File: src/rtl/ordered_list_table_engine_macros.svh
// assertion macros for the ordered list engine
// no dependencies; expects clk_i and rst_ni in the including scope
`ifndef ORDERED_LIST_TABLE_ENGINE_MACROS_SVH
`define ORDERED_LIST_TABLE_ENGINE_MACROS_SVH

`ifndef ASSERT_OFF

// property checked on every clock edge outside reset
`define OLE_ASSERT(lbl, prop, msg) \
  lbl: assert property (@(posedge clk_i) disable iff (!rst_ni) prop) else $error(msg);

// condition that must never be seen outside reset
`define OLE_ASSERT_NEVER(lbl, expr, msg) \
  lbl: assert property (@(posedge clk_i) disable iff (!rst_ni) !(expr)) else $error(msg);

`else

`define OLE_ASSERT(lbl, prop, msg)
`define OLE_ASSERT_NEVER(lbl, expr, msg)

`endif

`endif

File: src/rtl/ole_pkg.sv
// shared types and constants for the ordered list engine
// no dependencies
`timescale 1ns / 1ps

package ole_pkg;

  // default list depth
  localparam int unsigned DEPTH_DEF = 64;

  // fixed field widths
  localparam int unsigned OP_W   = 3;
  localparam int unsigned VAL_W  = 32;
  localparam int unsigned POS_W  = 7;
  localparam int unsigned STAT_W = 3;
  localparam int unsigned IDX_W  = 6;
  localparam int unsigned CNT_W  = 7;

  typedef enum logic [OP_W-1:0] {
    OP_PUSH_TAIL = 3'd0,
    OP_POP_TAIL  = 3'd1,
    OP_PUSH_HEAD = 3'd2,
    OP_POP_HEAD  = 3'd3,
    OP_INSERT    = 3'd4,
    OP_ERASE     = 3'd5,
    OP_FIND      = 3'd6
  } op_e;

  typedef enum logic [STAT_W-1:0] {
    STAT_OK       = 3'd0,
    STAT_FULL     = 3'd1,
    STAT_EMPTY    = 3'd2,
    STAT_BADPOS   = 3'd3,
    STAT_NOTFOUND = 3'd4
  } status_e;

  typedef enum logic [2:0] {
    S_IDLE,
    S_EXEC,
    S_UP,
    S_DOWN,
    S_SCAN
  } state_e;

  // walk mode of the datapath read pointer
  typedef enum logic [1:0] {
    MODE_UP,
    MODE_DN,
    MODE_SCAN
  } mode_e;

  // controller to datapath
  typedef struct packed {
    logic    load;
    logic    init;
    logic    issue;
    logic    wr_shift;
    logic    wr_val;
    logic    cnt_inc;
    logic    cnt_dec;
    logic    done;
    logic    hit;
    mode_e   mode;
    status_e status;
  } ole_cmd_t;

  // datapath to controller
  typedef struct packed {
    op_e  op;
    logic full;
    logic empty;
    logic pos_gt;
    logic pos_ge;
    logic more;
    logic pend;
    logic match;
  } ole_stat_t;

endpackage

File: src/rtl/ordered_list_table_engine.sv
// ordered list engine: one request at a time, result strobed on done_o
// push/pop tail and full, empty or bad position results are decided in the execute state
// insert, push head, erase, pop head: execute state, then a shift of the entries moved
// find: execute state, then a scan from index 0 that stops at the first match or at the count
// throughput: busy_o low again in the cycle done_o shows; results cannot be held off
// reset (rst_ni low, asynchronous): count zero, idle; store contents undefined until written
`timescale 1ns / 1ps
`include "ordered_list_table_engine_macros.svh"

module ordered_list_table_engine #(
  parameter int unsigned DEPTH = ole_pkg::DEPTH_DEF
) (
  input  logic                              clk_i,
  input  logic                              rst_ni,
  // request side
  input  logic                              start_i,
  output logic                              busy_o,
  input  logic [ole_pkg::OP_W-1:0]          op_i,
  input  logic signed [ole_pkg::VAL_W-1:0]  value_i,
  input  logic [ole_pkg::POS_W-1:0]         position_i,
  // result side
  output logic                              done_o,
  output logic [ole_pkg::STAT_W-1:0]        status_o,
  output logic [ole_pkg::IDX_W-1:0]         found_index_o,
  output logic [ole_pkg::CNT_W-1:0]         count_o
);

  import ole_pkg::*;

  // command and status between sequencer and datapath
  ole_cmd_t  cmd;
  ole_stat_t stat;

  // sequencer: decodes the request and steps through shifts and scans
  ole_ctrl u_ctrl (
    .clk_i   (clk_i),
    .rst_ni  (rst_ni),
    .start_i (start_i),
    .stat_i  (stat),
    .cmd_o   (cmd),
    .busy_o  (busy_o)
  );

  // datapath: request registers, entry count, read pointer and the list store
  ole_dpath #(
    .DEPTH (DEPTH)
  ) u_dpath (
    .clk_i         (clk_i),
    .rst_ni        (rst_ni),
    .cmd_i         (cmd),
    .stat_o        (stat),
    .op_i          (op_i),
    .value_i       (value_i),
    .position_i    (position_i),
    .done_o        (done_o),
    .status_o      (status_o),
    .found_index_o (found_index_o),
    .count_o       (count_o)
  );

  // a taken request always makes the block busy in the next cycle
  `OLE_ASSERT(a_accept_busy, start_i && !busy_o |=> busy_o, "request taken but block not busy")
  // a request is taken only while idle and is decided in the execute state, so strobes never touch
  `OLE_ASSERT(a_done_gap, done_o |=> !done_o, "result strobes in adjacent cycles")
  // the single store write port never sees a shift and a new value together
  `OLE_ASSERT_NEVER(a_wr_port, cmd.wr_shift && cmd.wr_val, "two writes to the store at once")
  // the count moves by at most one per request
  `OLE_ASSERT_NEVER(a_cnt_step, cmd.cnt_inc && cmd.cnt_dec, "count raised and lowered together")

endmodule

File: src/rtl/ole_ram.sv
// generic single write, single read ram with registered read data
// no dependencies
`timescale 1ns / 1ps

module ole_ram #(
  parameter int unsigned WIDTH = 32,
  parameter int unsigned DEPTH = 64
) (
  input  logic                     clk_i,
  input  logic                     we_i,
  input  logic [$clog2(DEPTH)-1:0] waddr_i,
  input  logic [WIDTH-1:0]         wdata_i,
  input  logic                     re_i,
  input  logic [$clog2(DEPTH)-1:0] raddr_i,
  output logic [WIDTH-1:0]         rdata_o
);

  logic [WIDTH-1:0] mem_q [DEPTH];
  logic [WIDTH-1:0] rdata_q;

  always_ff @(posedge clk_i) begin
    if (we_i) begin
      mem_q[waddr_i] <= wdata_i;
    end
    if (re_i) begin
      rdata_q <= mem_q[raddr_i];
    end
  end

  assign rdata_o = rdata_q;

endmodule

File: src/rtl/ole_ctrl.sv
// sequencing state machine of the ordered list engine
// depends on ole_pkg
`timescale 1ns / 1ps

module ole_ctrl (
  input  logic               clk_i,
  input  logic               rst_ni,
  input  logic               start_i,
  input  ole_pkg::ole_stat_t stat_i,
  output ole_pkg::ole_cmd_t  cmd_o,
  output logic               busy_o
);

  import ole_pkg::*;

  state_e   state_q, state_d;
  ole_cmd_t cmd;

  always_ff @(posedge clk_i or negedge rst_ni) begin
    if (!rst_ni) begin
      state_q <= S_IDLE;
    end else begin
      state_q <= state_d;
    end
  end

  always_comb begin
    state_d    = state_q;
    cmd        = '0;
    cmd.mode   = MODE_UP;
    cmd.status = STAT_OK;
    unique case (state_q)
      S_IDLE: begin
        if (start_i) begin
          cmd.load = 1'b1;
          state_d  = S_EXEC;
        end
      end
      S_EXEC: begin
        state_d = S_IDLE;
        unique case (stat_i.op)
          OP_PUSH_TAIL: begin
            cmd.done = 1'b1;
            if (stat_i.full) begin
              cmd.status = STAT_FULL;
            end else begin
              cmd.wr_val  = 1'b1;
              cmd.cnt_inc = 1'b1;
            end
          end
          OP_POP_TAIL: begin
            cmd.done = 1'b1;
            if (stat_i.empty) begin
              cmd.status = STAT_EMPTY;
            end else begin
              cmd.cnt_dec = 1'b1;
            end
          end
          OP_PUSH_HEAD: begin
            if (stat_i.full) begin
              cmd.done   = 1'b1;
              cmd.status = STAT_FULL;
            end else begin
              cmd.init = 1'b1;
              state_d  = S_UP;
            end
          end
          OP_POP_HEAD: begin
            cmd.mode = MODE_DN;
            if (stat_i.empty) begin
              cmd.done   = 1'b1;
              cmd.status = STAT_EMPTY;
            end else begin
              cmd.init = 1'b1;
              state_d  = S_DOWN;
            end
          end
          OP_INSERT: begin
            priority if (stat_i.pos_gt) begin
              cmd.done   = 1'b1;
              cmd.status = STAT_BADPOS;
            end else if (stat_i.full) begin
              cmd.done   = 1'b1;
              cmd.status = STAT_FULL;
            end else begin
              cmd.init = 1'b1;
              state_d  = S_UP;
            end
          end
          OP_ERASE: begin
            cmd.mode = MODE_DN;
            if (stat_i.pos_ge) begin
              cmd.done   = 1'b1;
              cmd.status = STAT_BADPOS;
            end else begin
              cmd.init = 1'b1;
              state_d  = S_DOWN;
            end
          end
          OP_FIND: begin
            cmd.mode = MODE_SCAN;
            cmd.init = 1'b1;
            state_d  = S_SCAN;
          end
          default: begin
            cmd.done = 1'b1;
          end
        endcase
      end
      S_UP: begin
        cmd.mode     = MODE_UP;
        cmd.wr_shift = stat_i.pend;
        cmd.issue    = stat_i.more;
        if (!stat_i.more && !stat_i.pend) begin
          cmd.wr_val  = 1'b1;
          cmd.cnt_inc = 1'b1;
          cmd.done    = 1'b1;
          state_d     = S_IDLE;
        end
      end
      S_DOWN: begin
        cmd.mode     = MODE_DN;
        cmd.wr_shift = stat_i.pend;
        cmd.issue    = stat_i.more;
        if (!stat_i.more && !stat_i.pend) begin
          cmd.cnt_dec = 1'b1;
          cmd.done    = 1'b1;
          state_d     = S_IDLE;
        end
      end
      S_SCAN: begin
        cmd.mode = MODE_SCAN;
        priority if (stat_i.pend && stat_i.match) begin
          cmd.hit  = 1'b1;
          cmd.done = 1'b1;
          state_d  = S_IDLE;
        end else if (stat_i.more) begin
          cmd.issue = 1'b1;
        end else if (!stat_i.pend) begin
          cmd.done   = 1'b1;
          cmd.status = STAT_NOTFOUND;
          state_d    = S_IDLE;
        end else begin
          // last read still in flight
          state_d = S_SCAN;
        end
      end
      default: begin
        state_d = S_IDLE;
      end
    endcase
  end

  assign cmd_o  = cmd;
  assign busy_o = (state_q != S_IDLE);

endmodule

File: src/rtl/ole_dpath.sv
// datapath of the ordered list engine: request registers, count, pointers, store
// depends on ole_pkg and ole_ram
`timescale 1ns / 1ps

module ole_dpath #(
  parameter int unsigned DEPTH = ole_pkg::DEPTH_DEF
) (
  input  logic                              clk_i,
  input  logic                              rst_ni,
  input  ole_pkg::ole_cmd_t                 cmd_i,
  output ole_pkg::ole_stat_t                stat_o,
  input  logic [ole_pkg::OP_W-1:0]          op_i,
  input  logic signed [ole_pkg::VAL_W-1:0]  value_i,
  input  logic [ole_pkg::POS_W-1:0]         position_i,
  output logic                              done_o,
  output logic [ole_pkg::STAT_W-1:0]        status_o,
  output logic [ole_pkg::IDX_W-1:0]         found_index_o,
  output logic [ole_pkg::CNT_W-1:0]         count_o
);

  import ole_pkg::*;

  localparam int unsigned AW = $clog2(DEPTH);
  localparam int unsigned CW = $clog2(DEPTH + 1);
  localparam int unsigned XW = (CW > POS_W) ? CW : POS_W;
  localparam int unsigned FW = (AW > IDX_W) ? AW : IDX_W;
  localparam int unsigned OW = (CW > CNT_W) ? CW : CNT_W;

  op_e                     op_q;
  logic signed [VAL_W-1:0] val_q;
  logic [POS_W-1:0]        pos_q;
  logic [CW-1:0]           at_q, at_d;
  logic [CW-1:0]           count_q, count_d;
  logic [AW-1:0]           rptr_q, rptr_d;
  logic [AW-1:0]           rprev_q, rprev_d;
  logic [CW-1:0]           rem_q, rem_d;
  logic                    pend_q, pend_d;

  logic                    res_valid_q;
  logic [STAT_W-1:0]       res_status_q;
  logic [IDX_W-1:0]        res_found_q;
  logic [CNT_W-1:0]        res_count_q;

  logic [XW-1:0]           pos_in_ext;
  logic [CW-1:0]           cnt_m1, at_p1;
  logic [FW-1:0]           rprev_ext;
  logic [OW-1:0]           cnt_ext;

  logic                    ram_we;
  logic [AW-1:0]           ram_waddr;
  logic [VAL_W-1:0]        ram_wdata;
  logic [VAL_W-1:0]        ram_rdata;

  assign pos_in_ext = XW'(position_i);
  assign cnt_m1     = count_q - CW'(1);
  assign at_p1      = at_q + CW'(1);
  assign rprev_ext  = FW'(rprev_q);

  // target position latched with the request
  always_comb begin
    unique case (op_e'(op_i))
      OP_PUSH_TAIL:             at_d = count_q;
      OP_PUSH_HEAD, OP_POP_HEAD: at_d = '0;
      default:                  at_d = pos_in_ext[CW-1:0];
    endcase
  end

  // read pointer walk
  always_comb begin
    rptr_d  = rptr_q;
    rprev_d = rprev_q;
    rem_d   = rem_q;
    pend_d  = 1'b0;
    if (cmd_i.init) begin
      unique case (cmd_i.mode)
        MODE_UP: begin
          rptr_d = cnt_m1[AW-1:0];
          rem_d  = count_q - at_q;
        end
        MODE_DN: begin
          rptr_d = at_p1[AW-1:0];
          rem_d  = cnt_m1 - at_q;
        end
        default: begin
          rptr_d = '0;
          rem_d  = count_q;
        end
      endcase
    end else if (cmd_i.issue) begin
      rprev_d = rptr_q;
      rem_d   = rem_q - CW'(1);
      pend_d  = 1'b1;
      if (cmd_i.mode == MODE_UP) begin
        rptr_d = rptr_q - AW'(1);
      end else begin
        rptr_d = rptr_q + AW'(1);
      end
    end
  end

  always_comb begin
    count_d = count_q;
    if (cmd_i.cnt_inc) begin
      count_d = count_q + CW'(1);
    end else if (cmd_i.cnt_dec) begin
      count_d = count_q - CW'(1);
    end
  end

  // store write port: shifted entry or new value
  always_comb begin
    ram_we = cmd_i.wr_shift || cmd_i.wr_val;
    if (cmd_i.wr_val) begin
      ram_waddr = at_q[AW-1:0];
      ram_wdata = val_q;
    end else begin
      ram_wdata = ram_rdata;
      if (cmd_i.mode == MODE_UP) begin
        ram_waddr = rprev_q + AW'(1);
      end else begin
        ram_waddr = rprev_q - AW'(1);
      end
    end
  end

  ole_ram #(
    .WIDTH (VAL_W),
    .DEPTH (DEPTH)
  ) u_store (
    .clk_i   (clk_i),
    .we_i    (ram_we),
    .waddr_i (ram_waddr),
    .wdata_i (ram_wdata),
    .re_i    (cmd_i.issue),
    .raddr_i (rptr_q),
    .rdata_o (ram_rdata)
  );

  always_ff @(posedge clk_i or negedge rst_ni) begin
    if (!rst_ni) begin
      count_q     <= '0;
      pend_q      <= 1'b0;
      res_valid_q <= 1'b0;
    end else begin
      count_q     <= count_d;
      pend_q      <= pend_d;
      res_valid_q <= cmd_i.done;
    end
  end

  assign cnt_ext = OW'(count_d);

  always_ff @(posedge clk_i) begin
    if (cmd_i.load) begin
      op_q  <= op_e'(op_i);
      val_q <= value_i;
      pos_q <= position_i;
      at_q  <= at_d;
    end
    rptr_q  <= rptr_d;
    rprev_q <= rprev_d;
    rem_q   <= rem_d;
    if (cmd_i.done) begin
      res_status_q <= cmd_i.status;
      res_found_q  <= cmd_i.hit ? rprev_ext[IDX_W-1:0] : '0;
      res_count_q  <= cnt_ext[CNT_W-1:0];
    end
  end

  always_comb begin
    stat_o        = '0;
    stat_o.op     = op_q;
    stat_o.full   = (count_q == CW'(DEPTH));
    stat_o.empty  = (count_q == '0);
    stat_o.pos_gt = (XW'(pos_q) > XW'(count_q));
    stat_o.pos_ge = (XW'(pos_q) >= XW'(count_q));
    stat_o.more   = (rem_q != '0);
    stat_o.pend   = pend_q;
    stat_o.match  = (ram_rdata == val_q);
  end

  assign done_o        = res_valid_q;
  assign status_o      = res_status_q;
  assign found_index_o = res_found_q;
  assign count_o       = res_count_q;

endmodule

File: config.mk
export PLATFORM = sky130hd
export DESIGN_NAME = ordered_list_table_engine
export DESIGN_NICKNAME = d
export VERILOG_FILES = /design/src/rtl/ole_pkg.sv /design/src/rtl/ordered_list_table_engine.sv /design/src/rtl/ole_ram.sv /design/src/rtl/ole_ctrl.sv /design/src/rtl/ole_dpath.sv
export VERILOG_INCLUDE_DIRS = /design/src /design/src/rtl
export SDC_FILE = /design/constraint.sdc
export NUM_CORES = 2
export LEC_CHECK = 0
export BUFFER_PORTS_ARGS = -buffer_cell sky130_fd_sc_hd__buf_2
export CAP_MARGIN = 20
export CORE_MARGIN = 1
export CORE_UTILIZATION = 55
export DETAILED_ROUTE_END_ITERATION = 8
export GPL_ROUTABILITY_DRIVEN = 1
export GPL_TIMING_DRIVEN = 0
export PLACE_DENSITY = 0.72
export SLEW_MARGIN = 20
export SYNTH_ARGS = -nofsm -noshare
export SYNTH_HDL_FRONTEND = slang
export SYNTH_SLANG_ARGS = --single-unit
File: constraint.sdc
create_clock -name clk_i -period 4.4 [get_ports clk_i]
set_input_delay 0.22 -clock clk_i [delete_from_list [all_inputs] [get_ports clk_i]]
set_output_delay 0.22 -clock clk_i [all_outputs]
set_load 0.03 [all_outputs]
==> flow_summary.ini <==
[outcome]
status = finished with violations
violations = max-capacitance violations, max-slew violations, negative setup slack

[clock_tree]
h-tree-depth = 4
clk_latency_ns = 0.86
clkSlewWorstSetupHoldPaths_ns = 0.07
cts_tree = yes
cts_buffers = 204
root_buffer = clkbuf_16
cts_sinks = 2176
cts.path.max_buffers = 3

[placement]
routabilityCongestion = 0.929
portBuffers = 62
hpwl_mm = 160
dpl-instance-area_um2 = 93000

[layout]
fillers = 9073
drive_gt1_frac = 0.333
stdcell_area_um2 = 101000
areaGrowthSynthToFinish_pct = 19.1
fin_nets = 4396
layout_common_cells = edfxtp_1 (2164), mux4_2 (626), clkbuf_16 (204), buf_2 (141), buf_16 (134)
layout_commonest_cell = edfxtp_1

[timing]
setup_viol = 24
hold_violations = 0
grt_setup_unrepaired = true
slew_headroom = -0.100
fmax_ghz = 0.207
tightest_slew_ns = 1.64
fin_skew_ns = 0.0591
min_period_ns = 4.83
final-max-slew-violation-count = 2
finalCritPeriodShare = 1.10
setup_tns_ns = -1.04
finalWorstSetupSlack_ns = -0.430

[synth]
seq_area_frac_synth = 0.769
synth_cell_type_count = 71
ys_warn_count = 0
syn_nets = 3812
syn_area_per_cell_um2 = 22.7
ys.flop_type = edfxtp_1
async_flop_share = 0.00551
yosysTopAreaCell = edfxtp_1
synth.top_cell.area_share = 0.765
syn_inst = 3736
synth-seq-cells = 2176
synth_edf_count = 2164
syn_area_um2 = 84900
synth_area_leaders = edfxtp_1 (76%), mux4_2 (17%), nand2_1 (0.72%)

[die]
core_area_um2 = 153000
initial_core_util = 0.557
ios = 63
dieArea_um2 = 156000
row_count = 143
die_h_um = 395
die_w_um = 395

[run]
cap_violations = 1

[routing]
ant_nets = 0
drc = 0
wl_per_cell_um = 39.2
drt_wl_total_mm = 255
vias_per_cell = 7.02
drt_iter0_markers = 7943
vias = 45700
first_pass_iters = 8

[setup_path]
worst_path_max_delay_cell = a211oi_1
cp.required_ns = 4.90
r2r_setup_slack_ns = -0.43
slowest_delay_ns = 1.33
crit_fanout = 10
cp_common_cell = mux4_2
r2r_start = u_dpath.rptr_q[2]
end_kind = register
critPathLaunchType = register
worstSetupPathType = reg -> reg
critPathArrivalTime_ns = 5.33
critPathLaunch = u_dpath.rptr_q[2]
path_cells = buf_2 -> clkbuf_1 -> mux4_2 -> mux4_2 -> nor2b_1 -> a211oi_1 -> a31oi_1

[pwr]
leakagePower_nw = 32.4
powerDensity_nw_per_um2 = 398
ir_worst_vdd_mv = 0.459

[global_routing]
antenna_found_initial = 6
grt_pass1_wl_mm = 346
grt_max_degree = 65
grt_overflow = 0
grtUsageTotal = 0.322
grt_pass1_vias = 45100

[hold_path]
hp-start = value_i[1]
hold_path.class = in -> reg
==> through the flow <==
step | hold slack (ns) | util | worst slack, ns | instances | total power, mW
final | 0.0583 | 0.663 | -0.430 | 6516 | 40.2
after global routing | 0.0505 | 0.663 | -0.335 | 6514 | 41.0
after CTS | 0.0258 | 0.660 | 0.00947 | 6482 | 40.2
after floorplan | -0.0756 | - | -0.490 | 3736 | 22.9
after detailed placement | 0.149 | 0.609 | -1.49 | 6001 | 22.9
after global placement | 0.147 | 0.575 | -4.02 | 5828 | 22.9
==> worst max-delay path, delay by kind of cell, from the launching register on <==
family          cells  cell delay, ns
buf+inv             2            1.34
mux                 2            0.92
simple gates        1            0.16
flops               1            0.40
compound gates      2            1.65
==> what timing repair did <==
item                                     CTS  global route
hold buffers                              45             0
setup buffers                             66            31
hold endpoints to repair                  70             0
endpoints found under the setup margin  2048           782
gates resized for setup                   11            12
pin swaps                                 38            12
==> cell families (layout without fill, tap and decap cells) <==
| family | after synthesis | count (layout) | share of synthesized area |
|---|---|---|---|
| flops | 2176 | 2176 | 0.769 |
| compound gates | 272 | 272 | 0.0210 |
| xor+xnor | 68 | 68 | 0.00701 |
| fa+ha+maj | 31 | 31 | 0.00483 |
| simple gates | 326 | 326 | 0.0185 |
| other cells | 0 | 2 | 0 |
| buf+inv | 218 | 966 | 0.0120 |
| mux | 645 | 645 | 0.168 |
==> power breakdown <==
part | switching, mW | internal [mW]
Combinational | 0.0285 | 0.0438
Sequential | 0 | 22.4
Clock | 7.97 | 9.76
Total | 7.99 | 32.2
==> final cells by class <==
| cell class | count | area (um2) | area share |
|---|---|---|---|
| diodes | 2 | 5.00 | 0.0000495 |
| plain buffers | 186 | 926 | 0.00915 |
| repair buffers | 378 | 5980 | 0.0591 |
| clock inverters | 126 | 1380 | 0.0136 |
| clock buffers | 244 | 5260 | 0.0520 |
| well taps | 2030 | 2540 | 0.0251 |
| flip-flops and latches | 2176 | 65300 | 0.645 |
| multi-input cells | 1342 | 19700 | 0.194 |
| inverters | 32 | 123 | 0.00121 |
==> worst paths after layout <==
kind | to | cells after the start
max in group asynchronous | u_ctrl.state_q[2] | 3
hold reg to reg | u_dpath.rprev_ext[2] | 0
setup / recovery | u_dpath.u_store.rdata_o[2] | 7
setup reg to reg | u_dpath.u_store.rdata_o[2] | 7
min in group asynchronous | u_dpath.count_q[4] | 3
hold / removal | u_dpath.val_q[1] | 2
==> synthesized netlist by cell type (all sizes together) (15+ instances only) <==
| library cell | count |
|---|---|
| edfxtp | 2164 |
| mux4 | 626 |
| nand2 | 162 |
| buf | 108 |
| a21oi | 94 |
| clkbuf | 78 |
| a22oi | 49 |
| xor2 | 44 |
| nor2 | 39 |
| inv | 31 |
| a211oi | 28 |
| ha | 28 |
| xnor2 | 24 |
| o21ai | 21 |
| nor2b | 19 |
| mux2i | 18 |
| nor4 | 16 |
| a31oi | 15 |
| nand3 | 15 |
==> sequential cells by signal (all words and copies together) (netlist names), 6 cells and up <==
name / flops
u_dpath.count_o: 7
u_dpath.u_store.mem_q: 2048
u_dpath.count_q: 7
u_dpath.pos_q: 7
u_dpath.at_q: 7
u_dpath.rptr_q: 6
u_dpath.found_index_o: 6
u_dpath.rprev_ext: 6
u_dpath.u_store.rdata_o: 32
u_dpath.rem_q: 7
u_dpath.val_q: 32
==> routing by layer <==
layer  global-route usage  wire length [um]
met1                0.418             84100
met2                0.492            118000
met3               0.0968             35400
met4                0.174             17900
met5                    0                53
Power figures use the tool's default switching activity.
